File: config.mk
export PLATFORM = sky130hd
export DESIGN_NAME = mtf_ctrl
export DESIGN_NICKNAME = d
export VERILOG_FILES = /design/src/assert_macros.svh /design/src/mtf_pkg.sv /design/src/mtf_ctrl.sv
export SDC_FILE = /design/constraint.sdc
export NUM_CORES = 1
export LEC_CHECK = 0
export BUFFER_PORTS_ARGS = -buffer_cell sky130_fd_sc_hd__buf_2
export CAP_MARGIN = 0
export CELL_PAD_IN_SITES_DETAIL_PLACEMENT = 2
export CELL_PAD_IN_SITES_GLOBAL_PLACEMENT = 2
export CORE_MARGIN = 1.5
export CORE_UTILIZATION = 24
export CTS_CLUSTER_SIZE = 10
export DETAILED_ROUTE_END_ITERATION = 16
export MAX_ROUTING_LAYER = met4
export PLACE_DENSITY_LB_ADDON = 0.1
export SYNTH_ARGS = -nofsm -noshare
export SYNTH_HDL_FRONTEND = slang
export SYNTH_SLANG_ARGS = --single-unit
File: constraint.sdc
create_clock -name i_clk -period 2.27 [get_ports i_clk]
set_input_delay 0.227 -clock i_clk [delete_from_list [all_inputs] [get_ports i_clk]]
set_output_delay 0.227 -clock i_clk [all_outputs]
set_load 0.1 [all_outputs]
File: src/assert_macros.svh
// ----------------------------------------------------------------------------
// Assertion macros
// Shared concurrent assertion wrappers for the minimum-tracking queue.
// ----------------------------------------------------------------------------
`ifndef ASSERT_MACROS_SVH
`define ASSERT_MACROS_SVH

// General form: explicit clock and active-low reset.
`define MTF_ASSERT(lbl, clk, rst_n, prop, msg) \
    lbl: assert property (@(posedge clk) disable iff (!rst_n) prop) else $error(msg);

// Short form for modules clocked by i_clk and reset by i_rst_n.
`define MTF_ASSERT_CLK(lbl, prop, msg) \
    `MTF_ASSERT(lbl, i_clk, i_rst_n, prop, msg)

`endif

File: src/mtf_pkg.sv
// ----------------------------------------------------------------------------
// mtf_pkg
// Types, codes and constants shared by the minimum-tracking queue.
// ----------------------------------------------------------------------------
package mtf_pkg;

    localparam int QUEUE_DEPTH_DEF = 1024;
    localparam int VALUE_W         = 32;
    localparam int CNT_W_DEF       = $clog2(QUEUE_DEPTH_DEF + 1);

    typedef enum logic [1:0] {
        CMD_ENQ   = 2'd0,
        CMD_DEQ   = 2'd1,
        CMD_CLEAR = 2'd2,
        CMD_QUERY = 2'd3
    } t_cmd;

    typedef enum logic [1:0] {
        ST_OK    = 2'd0,
        ST_EMPTY = 2'd1,
        ST_FULL  = 2'd2
    } t_status;

    // Commands from the controller to the datapath.
    typedef struct packed {
        logic accept;       // latch the incoming request
        logic enq_write;    // write the value store, advance the write side
        logic rd_front_min; // read front and candidate head
        logic deq;          // remove the front entry
        logic trim_rd;      // read the newest candidate
        logic trim_pop;     // drop the newest candidate
        logic cand_write;   // append the new value as a candidate
        logic clear;        // empty the queue
        logic set_empty;    // flag a dequeue on an empty queue
        logic set_full;     // flag a dropped enqueue
        logic load_result;  // move the result into the output register
    } t_ctl_cmd;

    // Status from the datapath to the controller.
    typedef struct packed {
        t_cmd cmd;
        logic full;
        logic empty;
        logic cand_nonempty;
        logic cand_last;
        logic trim_gt;
        logic out_free;
    } t_dp_stat;

endpackage

File: src/mtf_ctrl.sv
// ----------------------------------------------------------------------------
// mtf_ctrl
// Sequencer of the minimum-tracking queue: steps each request through
// decode, dequeue or candidate trimming, memory reads and result hand-off.
// ----------------------------------------------------------------------------
module mtf_ctrl (
    input  logic               i_clk,
    input  logic               i_rst_n,
    input  logic               i_in_valid,
    output logic               o_in_ready,
    input  mtf_pkg::t_dp_stat  i_stat,
    output mtf_pkg::t_ctl_cmd  o_cmd
);
    import mtf_pkg::*;

    typedef enum logic [7:0] {
        S_IDLE     = 8'b0000_0001,
        S_DECODE   = 8'b0000_0010,
        S_DEQ      = 8'b0000_0100,
        S_TRIM_RD  = 8'b0000_1000,
        S_TRIM_CMP = 8'b0001_0000,
        S_CAND_WR  = 8'b0010_0000,
        S_FETCH    = 8'b0100_0000,
        S_RESULT   = 8'b1000_0000
    } t_state;

    t_state r_state;
    t_state n_state;

    assign o_in_ready = (r_state == S_IDLE);

    always_comb begin
        n_state = r_state;
        o_cmd   = '0;
        case (r_state)
            S_IDLE: begin
                if (i_in_valid) begin
                    o_cmd.accept = 1'b1;
                    n_state      = S_DECODE;
                end
            end
            S_DECODE: begin
                // Front and head are read here so that a dequeue finds them next cycle.
                o_cmd.rd_front_min = 1'b1;
                case (i_stat.cmd)
                    CMD_ENQ: begin
                        if (i_stat.full) begin
                            o_cmd.set_full = 1'b1;
                            n_state        = S_FETCH;
                        end else begin
                            o_cmd.enq_write = 1'b1;
                            n_state = i_stat.cand_nonempty ? S_TRIM_RD : S_CAND_WR;
                        end
                    end
                    CMD_DEQ: begin
                        if (i_stat.empty) begin
                            o_cmd.set_empty = 1'b1;
                            n_state         = S_FETCH;
                        end else begin
                            n_state = S_DEQ;
                        end
                    end
                    CMD_CLEAR: begin
                        o_cmd.clear = 1'b1;
                        n_state     = S_FETCH;
                    end
                    default: begin
                        n_state = S_FETCH;
                    end
                endcase
            end
            S_DEQ: begin
                o_cmd.deq = 1'b1;
                n_state   = S_FETCH;
            end
            S_TRIM_RD: begin
                o_cmd.trim_rd = 1'b1;
                n_state       = S_TRIM_CMP;
            end
            S_TRIM_CMP: begin
                // Candidates strictly greater than the new value can never be the minimum.
                if (i_stat.trim_gt) begin
                    o_cmd.trim_pop = 1'b1;
                    n_state = i_stat.cand_last ? S_CAND_WR : S_TRIM_RD;
                end else begin
                    n_state = S_CAND_WR;
                end
            end
            S_CAND_WR: begin
                o_cmd.cand_write = 1'b1;
                n_state          = S_FETCH;
            end
            S_FETCH: begin
                o_cmd.rd_front_min = 1'b1;
                n_state            = S_RESULT;
            end
            S_RESULT: begin
                if (i_stat.out_free) begin
                    o_cmd.load_result = 1'b1;
                    n_state           = S_IDLE;
                end
            end
            default: begin
                n_state = S_IDLE;
            end
        endcase
    end

    always_ff @(posedge i_clk) begin
        if (!i_rst_n) begin
            r_state <= S_IDLE;
        end else begin
            r_state <= n_state;
        end
    end

endmodule

# == Yosys cells after proc, flatten, opt, wreduce, memory -nomap -nowiden ==
# Cells that the tools add are included.
# classes
muxes,28
eq_ne,12
n_reduce_logical,4
# op_table
op,count
8-bit one-hot mux with 7 select lines,1
1-bit 2-to-1 mux,18
6-bit 2-to-1 mux,3
8-bit 2-to-1 mux,2
8-bit one-hot mux with 2 select lines,1
7-bit 2-to-1 mux,2
8-bit by 1-bit equality test with 1-bit output (second input constant),1
8-bit by 2-bit equality test with 1-bit output (second input constant),1
8-bit by 3-bit equality test with 1-bit output (second input constant),1
8-bit by 4-bit equality test with 1-bit output (second input constant),1
8-bit by 5-bit equality test with 1-bit output (second input constant),1
8-bit by 6-bit equality test with 1-bit output (second input constant),1
8-bit by 7-bit equality test with 1-bit output (second input constant),1
8-bit equality test (second input constant),1
2-bit != test (second input constant),2
2-bit OR reduction,2
3-bit 2-to-1 mux,1
2-bit by 1-bit equality test with 1-bit output (second input constant),1
2-bit equality test (second input constant),1
2-bit logical NOT,1
2-bit AND reduction,1
# word_totals
register_bits,8
out_inout_bits,12
in_bits,11
wordCells,45

# == Logic depth before layout (Yosys ltp) ==
# Gate-level depths: netlist of run 1.
# logic_depth
word_depth,4
mapped_depth,4
depth_no_buf,4

# == Least setup slack after synthesis of run 1 ==
# OpenSTA, ideal clock, no wires.
# synth_path
path_type,register to output
start,register r_state[2]
end,output o_cmd[1] (netlist name)
required_ns,2.043
stages_incl_launch_ff,4
setup_slack_ns,-2.027
arrival_ns,4.070
path_buffers,0
path_cell_list,dfxtp_1 or4_4 nor3_1 nor4bb_1
# synth_lines
element,line_no,source
start: declaration,mtf_ctrl.sv:27,t_state r_state;
start signal: assignment,mtf_ctrl.sv:113,r_state <= n_state;
end: declaration,mtf_ctrl.sv:12,output mtf_pkg::t_ctl_cmd o_cmd

==> run summary, run 1 <==
status = completed
vias in the first global route = 655
Post-Syn Area per Cell = 7.993 sq um
Setup Buffers After CTS = 0
simple-gate portion of the synthesized area = 0.4556
post-route cell area = 873.3 sq um
reg-to-reg startpoint = r_state[5]
yosys warns = 0
DRC viols = 0
pin count of the biggest net entering global routing = 9
multiplexer share of the synthesized area = 0.02103
Port-buffer cells = 22
Tightest Hold Check Type = primary input to flip-flop
clock skew = 0.0006282 ns
die width = 50.24 um
sequential share of the synthesized area = 0.2991
Iter 0 DRT Violations = 5
clock-pin slew on the worst setup and hold paths = 0.06 ns
crit path DAT = 1.99 ns
final hold violation count = 0
share of the synthesized area in the top cell type = 0.2991
largest cells by area after synthesis = dfxtp_1 30%, nand3b_1 5.6%, nor2_1 5.6%
Power Dens Cells = 464.7 nW/um^2
dpl cell area = 828.3 sq um
biggest registers after layout = r_state x8
Slew HR = 0.6782
Tmin final = 2.212 ns
crit-path max FO = 6
Startpoint Class = flip-flop
Mapped Nets = 78
crit path kind = flip-flop to primary output
RSZ-0062 raised after global routing = no
largest vdd supply drop = 0.2238 mV
DP HPWL = 1483 um
Synth Area in Adders = 0
Pre-antenna DRT Iters = 4
row count = 16
first-pass GRT wire length = 3132 um
Synth Area in Compound Gates = 0.1402
max FFs per register = 8
critical path launch point = r_state[5]
flops & latches, synth = 8
GRT Total Usage = 0.1722
r2r setup slk = 0.40 ns
distinct cell type count after synthesis = 27
Fillers = 242
root buffer cell = clkbuf_4
number of max-cap violations = 0
Nets = 107
Syn Inst Count = 67
Clock Tree Buf Depth = 2
clock sink count = 8
setup TNS = 0 ns
Critical Path RT = 2.04 ns
DR vias = 621
Clock Latency Late Sink = 0.26 ns
pre-CTS setup slack = 0.07691 ns
CTS tree = done
Cell Area, Synth = 535.5 sq um
largest family of logic cells by synthesized area = simple AND/OR/NAND/NOR gates
Die H = 50.24 um
Core ar. = 2022 sq um
Worst-Margin Slew = 0.4860 ns
drt total wl = 1855 um
HP Start = i_stat[4]
fin. max-slew vios = 0
I/O pin total = 23
layout cells sized above 1 = 0.4468
GRT overflow = 0
diodes inserted = 0
Synth Area in XOR/XNOR = 0.04907
average routed wire per standard cell = 15.33 um
initial antenna violation count = 0
Most flops, register = r_state
GPL Wtd Cong = 0.7002
DR vias/cell = 5.132
setup violators final = 0
antenna-violating nets left = 0
leak pwr = 0.3762 nW
most frequent cells in the layout = 15 x buf_2, 7 x buf_12, 6 x nor2_1, 6 x dfxtp_1, 5 x inv_1
cts bufs inserted = 3
area leader, netlist = dfxtp_1
Area Overhead vs Synth = 63.08%
H-tree Lvls = 1
initial core utilization = 0.2649
Crit. End Element = primary output
final worst slack = 0.05763 ns
Max Fclk = 0.4520 GHz
commonest non-fill, non-tap cell in the layout = buf_2
hold-fix buffers at CTS = 0
die area = 2524 sq um
Final Cycle Share = 0.9746
-- final timing paths --
kind                              endpoint  cells past startpoint
worst max-delay path              o_cmd[8]                      4
worst max register to register  r_state[0]                      4
worst min-delay path            r_state[2]                      2
worst min register to register  r_state[4]                      2
-- report_power, final --
group / switching (mW) / leakage [nW] / internal [mW]
Clock: 0.0579 / 0.0138 / 0.0612
Sequential: 0.00834 / 0.0660 / 0.145
Combinational: 0.0914 / 0.296 / 0.0426
Total: 0.158 / 0.376 / 0.248
-- layer usage --
layer / vias to the layer above / wire (um) / GRT usage
met4: 0 / 6 / 0.06944
met1: 302 / 812 / 0.1934
li1: 301 / - / -
met2: 16 / 974 / 0.3092
met3: 2 / 62 / 0.01786
met5: - / 0 / -
-- kinds of logic (layout without fill, tap and decap cells) --
family / Yosys count / in the layout
flip-flops: 8 / 8
AND/OR/NAND/NOR: 39 / 39
buffers and inverters: 5 / 32
multiplexers: 1 / 1
XOR/XNOR: 3 / 3
AO/OA/AOI/OAI: 11 / 11
-- timing repair --
item                                    4_1_cts  5_1_grt
endpoints found under the setup margin        3        3
pin swaps                                     1        1
gates resized for setup                       3        2
-- synthesized netlist by cell type --
cell and count:
nor2_1 8, or3b_2 2, inv_1 5, nor3b_1 2
and4b_1 1, nor4bb_1 1, a21oi_1 1, and3_1 1
xor2_1 2, a21boi_0 3, o22a_1 1, nand4_1 2
xnor2_1 1, nand2b_1 1, nor4_1 2, nand2_1 2
nand3b_1 4, nor3_1 3, o211a_1 1, dfxtp_1 8
mux2_2 1, nand4b_1 1, o21ai_0 4, and2_1 4
o221ai_1 1, or4_4 2, nand3_1 3
-- metrics by stage --
step | utilization | instances | hold slack, ns | total power [mW]
floorplan | - | 67 | 0.3063 | 0.2425
global placement | 0.4097 | 118 | 0.4401 | 0.2829
detailed placement | 0.4097 | 118 | 0.4395 | 0.2856
CTS | 0.4307 | 121 | 0.1629 | 0.4094
global route | 0.4319 | 121 | 0.1774 | 0.4260
finish | 0.4319 | 121 | 0.1657 | 0.4059
-- critical path, stage by stage (launching register included) --
cell	delay, ns
dfxtp_2	0.35
or4_4	0.58
or4_4	0.51
inv_1	0.11
buf_12	0.18
-- layout make-up --
type,count,area [sq um],area share
inverter,5,18.77,0.02149
clock buffer,3,22.52,0.02579
sequential,8,162.7,0.1862
multi-input combinational,54,405.4,0.4642
tap,27,33.78,0.03868
timing repair buffer,24,230.2,0.2636
Note: power is estimated with default switching activity, not from simulation.
==> inputs of run 2 (changes only) <==
Settings changed: CORE_ASPECT_RATIO set to 0.7, TNS_END_PERCENT set to 20.
==> run 2 against run 1 <==
Effect of this change:
- worst setup slack got worse by 0.022 ns
- sequential cell count unchanged
- largest power group unchanged
- clock power about the same
- via count decreased by 0.16%
- design area decreased by 2.3%
==> run summary, run 2 (synthesized netlist as in run 1, its figures left out) <==
Critical Path RT = 2.04 ns (about the same)
Clock Latency Late Sink = 0.27 ns (about the same)
clock-pin slew on the worst setup and hold paths = 0.06 ns (about the same)
Nets = 107 (unchanged)
cts bufs inserted = 3 (unchanged)
initial core utilization = 0.2506 (-0.01427)
reg-to-reg startpoint = r_state[5]
Crit. End Element = primary output
post-layout util = 0.3993 (-0.03263)
average routed wire per standard cell = 15.73 um (+2.6%)
Max Fclk = 0.4476 GHz (-0.98%)
I/O pin total = 23 (unchanged)
most frequent cells in the layout = 16 x buf_2, 7 x nor2_1, 6 x dfxtp_1
status = completed
antenna-violating nets left = 0 (unchanged)
initial antenna violation count = 0 (unchanged)
DP HPWL = 1547 um (+4.3%)
die width = 59.46 um (+18%)
crit-path max FO = 6 (unchanged)
Final Non-Filler Cells = 126 (+4.1%)
Setup Buffers After CTS = 0 (unchanged)
H-tree Lvls = 1 (unchanged)
DR vias/cell = 4.921 (-4.1%)
crit path DAT = 2.01 ns (+0.02 ns)
Most flops, register = r_state
Iter 0 DRT Violations = 7 (+2)
Power Dens Cells = 476.1 nW/um^2 (+2.4%)
CP max stage delay = 0.59 ns (about the same)
vias in the first global route = 602 (-8.1%)
crit path kind = flip-flop to primary output
pin count of the biggest net entering global routing = 9 (unchanged)
largest vdd supply drop = 0.3170 mV (+42%)
DR vias = 620 (-0.16%)
Core ar. = 2137 sq um (+5.7%)
hold_ws = 0.1506 ns (-0.01511 ns)
Max stage delay cell, worst path = or4_4
Crit path top cell by count = or4_4
FF-to-FF path depth = 4 (unchanged)
Pre-antenna DRT Iters = 3 (-1)
final hold violation count = 0 (unchanged)
commonest non-fill, non-tap cell in the layout = buf_2
r2r setup slk = 0.42 ns (+0.02 ns)
DP Cell Count = 123 (+4.2%)
layout cells sized above 1 = 0.4149 (-0.03191)
drt total wl = 1982 um (+6.8%)
register area = 162.7 sq um (unchanged)
reg-to-reg endpoint = r_state[0]
setup violators final = 0 (unchanged)
Multi-input gate area = 406.6 sq um (+0.31%)
Port-buffer cells = 22 (unchanged)
fin. max-slew vios = 0 (unchanged)
clock skew = 0.008885 ns (+0.008257 ns)
leak pwr = 0.3681 nW (-2.2%)
Tmin final = 2.234 ns (+0.02186 ns)
critical path launch point = r_state[5]
crit path buf inv count = 2 (unchanged)
Total Power = 406.3 uW (about the same)
GRT Total Usage = 0.1733 (+0.001053)
Slew HR = 0.6695 (-0.008707)
die area = 2528 sq um (+0.19%)
pre-CTS setup slack = 0.1591 ns (+0.08215 ns)
diodes inserted = 0 (unchanged)
biggest registers after layout = r_state x8
Final Cycle Share = 0.9842 (+0.009631)
final worst slack = 0.03576 ns (-0.02186 ns)
clock sink count = 8 (unchanged)
Worst Hold Path EP = r_state[2]
CTS tree = done
HP Start = i_stat[4]
Die H = 42.52 um (-15%)
Worst-Margin Slew = 0.4992 ns (+0.01315 ns)
max FFs per register = 8 (unchanged)
first-pass GRT wire length = 3153 um (+0.67%)
family with the most delay on the worst path = simple AND/OR/NAND/NOR gates
Worst Hold Path Cells = 2 (unchanged)
row count = 14 (-2)
GPL Wtd Cong = 0.7214 (+3.0%)
Fillers = 249 (+2.9%)
Tightest Hold Check Type = primary input to flip-flop
number of max-cap violations = 0 (unchanged)
Startpoint Class = flip-flop
Clock Tree Buf Depth = 2 (unchanged)
CP cell instances = or4_4 -> or4_4 -> inv_1 -> buf_12
root buffer cell = clkbuf_4
GRT overflow = 0 (unchanged)
DRC viols = 0 (unchanged)
Area Overhead vs Synth = 59.35%
## run 2: worst max path at each step
stage / slack [ns] / cells after the start / end
5_1_grt: -0.05 / 5 / o_cmd[5]
2_1_floorplan: -0.87 / 3 / o_cmd[4]
3_3_place_gp: 0.26 / 4 / o_cmd[1]
4_1_cts: 0.01 / 5 / o_cmd[3]
3_5_place_dp: 0.16 / 4 / o_cmd[1]
6_report: 0.04 / 4 / o_cmd[8]
## run 2: routing by layer
metal / vias up / GRT usage / part of all wire
met5: - / - / 0
met4: 0 / 0.04091 / 0.0076
met3: 4 / 0.05556 / 0.041
met2: 14 / 0.2440 / 0.47
met1: 300 / 0.2388 / 0.48
li1: 302 / - / -
## run 2: power breakdown
part           leakage [nW]  switching, mW  internal, mW
registers            0.0660         0.0111         0.145
logic                 0.288         0.0902        0.0420
clock network        0.0138         0.0573        0.0611
total                 0.368          0.159         0.248
## run 2: what timing repair did
action / 4_1_cts / 5_1_grt
resized for setup: 1 / 8
hold buffers: 0 / 0
pin swaps: 1 / 1
setup endpoints to repair: 2 / 6
## run 2: cell type report
class	count	share of cell area
multi-input combinational	54	0.4765
sequential	8	0.1906
tap	32	0.04692
clock buffer	3	0.02639
inverter	5	0.02199
timing repair buffer	24	0.2375
## run 2: through the flow
step / cell area, sq um / TNS [ns]
2_1_floorplan: 550.5 / -2.816
3_3_place_gp: 790.8 / 0
3_5_place_dp: 790.8 / 0
4_1_cts: 818.3 / 0
5_1_grt: 853.3 / -0.09378
6_report: 853.3 / 0
==> inputs of run 3 (changes only) <==
Settings changed: CORE_MARGIN 1.5 to 2, CORE_UTILIZATION 24 to 26.
Clock period 2.27 ns to 2.8 ns, I/O delays scaled along.
==> run 3 against run 2 <==
Effect of this change:
- final cell count fell by 8.7%
- die area fell by 3.3%
- clock skew fell by 0.0023 ns
- hold slack improved by 0.079 ns
- via count fell by 2.6%
==> run summary, run 3 (synthesized netlist as in run 1, its figures left out) <==
die width = 58.25 um (-2.0%)
drt total wl = 1720 um (-13%)
Multi-input gate area = 377.9 sq um (-7.1%)
Die H = 41.97 um (-1.3%)
Core ar. = 1903 sq um (-11%)
Iter 0 DRT Violations = 16 (+9)
Total Power = 315.6 uW (-22%)
status = completed
root buffer cell = clkbuf_4
post-route cell area = 724.4 sq um (-15%)
initial antenna violation count = 0 (unchanged)
die area = 2445 sq um (-3.3%)
GRT overflow = 0 (unchanged)
setup violators final = 0 (unchanged)
biggest registers after layout = r_state x8
layout cells sized above 1 = 0.3548 (-0.06005)
HP Start = i_stat[4]
setup TNS = 0 ns (unchanged)
DP HPWL = 1411 um (-8.8%)
Worst-Margin Slew = 0.4889 ns (-0.01029 ns)
leak pwr = 0.3457 nW (-6.1%)
Port-buffer cells = 22 (unchanged)
vias in the first global route = 551 (-8.5%)
crit path DAT = 2.28 ns (+0.27 ns)
clock-pin slew on the worst setup and hold paths = 0.06 ns (about the same)
Startpoint Class = flip-flop
DRC viols = 0 (unchanged)
CP cell instances = or4_4 -> nor3_1 -> nor4bb_4 -> buf_2
Clock Tree Buf Depth = 2 (unchanged)
Max Fclk = 0.3907 GHz
Max stage delay cell, worst path = or4_4
Most flops, register = r_state
diodes inserted = 0 (unchanged)
max FFs per register = 8 (unchanged)
Tightest Hold Check Type = primary input to flip-flop
Fillers = 228 (-8.4%)
hold-fix buffers at CTS = 0 (unchanged)
crit path kind = flip-flop to primary output
Clock Latency Late Sink = 0.26 ns (about the same)
cts bufs inserted = 3 (unchanged)
Power Dens Cells = 435.7 nW/um^2 (-8.5%)
DR vias/cell = 5.252 (+6.7%)
crit-path max FO = 6 (unchanged)
RSZ-0062 raised after global routing = no
final hold violation count = 0 (unchanged)
dpl cell area = 695.7 sq um (-12%)
largest vdd supply drop = 0.2577 mV (-19%)
reg-to-reg startpoint = r_state[2]
Final Cycle Share = 0.9141
register area = 160.2 sq um (-1.5%)
initial core utilization = 0.2814 (+0.03081)
fin. max-slew vios = 0 (unchanged)
I/O pin total = 23 (unchanged)
CTS tree = done
Tmin final = 2.560 ns
Critical Path RT = 2.52 ns (+0.48 ns)
Pre-antenna DRT Iters = 4 (+1)
CP max stage delay = 0.57 ns (-0.02 ns)
GRT Total Usage = 0.1510 (-0.02233)
most frequent cells in the layout = 22 x buf_2, 8 x nor2_1, 8 x dfxtp_1
Setup Buffers After CTS = 0 (unchanged)
average routed wire per standard cell = 14.96 um (-4.9%)
antenna-violating nets left = 0 (unchanged)
commonest non-fill, non-tap cell in the layout = buf_2
GPL Wtd Cong = 0.7933 (+10%)
number of max-cap violations = 0 (unchanged)
clock skew = 0.006536 ns (-0.002348 ns)
DR vias = 604 (-2.6%)
critical path launch point = r_state[2]
row count = 13 (-1)
Area Overhead vs Synth = 35.28%
cts repair resizes = 0 (-1)
H-tree Lvls = 1 (unchanged)
clock sink count = 8 (unchanged)
first-pass GRT wire length = 2670 um (-15%)
Nets = 106 (-0.93%)
Crit. End Element = primary output
Slew HR = 0.6763 (+0.006815)
pin count of the biggest net entering global routing = 9 (unchanged)
## run 3: through the flow
stage               hold slack [ns]    util  setup slack [ns]  std cells
floorplan                    0.3593       -           -0.3945         67
global placement             0.4913  0.3655            0.4529        112
detailed placement           0.4907  0.3655            0.4346        112
CTS                          0.2258  0.3774            0.1640        115
global route                 0.2306  0.3807            0.1088        115
finish                       0.2291  0.3807            0.2404        115
## run 3: area by class of cell
type                            count  area share
Inverter                            5     0.02591
Tap cell                           22     0.03800
Multi-Input combinational cell     54      0.5216
Sequential cell                     8      0.2211
Clock buffer                        3     0.03109
Timing Repair Buffer               23      0.1623
## run 3: critical path, delay by kind of cell (launching register included)
kind	cells	cell delay (ns)
AND/OR/NAND/NOR	3	1.20
buffers and inverters	1	0.46
flip-flops	1	0.37
## run 3: path summary, 6_finish.rpt
| check | to | slack [ns] | cells past startpoint |
|---|---|---|---|
| min | r_state[2] | 0.23 | 2 |
| min reg2reg | r_state[7] | 0.58 | 2 |
| max | o_cmd[1] | 0.24 | 4 |
| max reg2reg | r_state[0] | 0.96 | 4 |
## run 3: where the power goes
part / internal [mW] / total, mW / switching (mW)
registers: 0.117 / 0.124 / 0.00643
clock network: 0.0494 / 0.0943 / 0.0449
logic: 0.0288 / 0.0976 / 0.0688
total: 0.195 / 0.316 / 0.120
## run 3: routing by layer
layer / part of all wire / up-vias / GRT usage / routed length (um)
li1: - / 299 / - / -
met1: 0.53 / 290 / 0.2212 / 911
met2: 0.42 / 13 / 0.2023 / 728
met3: 0.042 / 2 / 0.03704 / 73
met4: 0.0035 / 0 / 0.04186 / 6
met5: 0 / - / - / 0
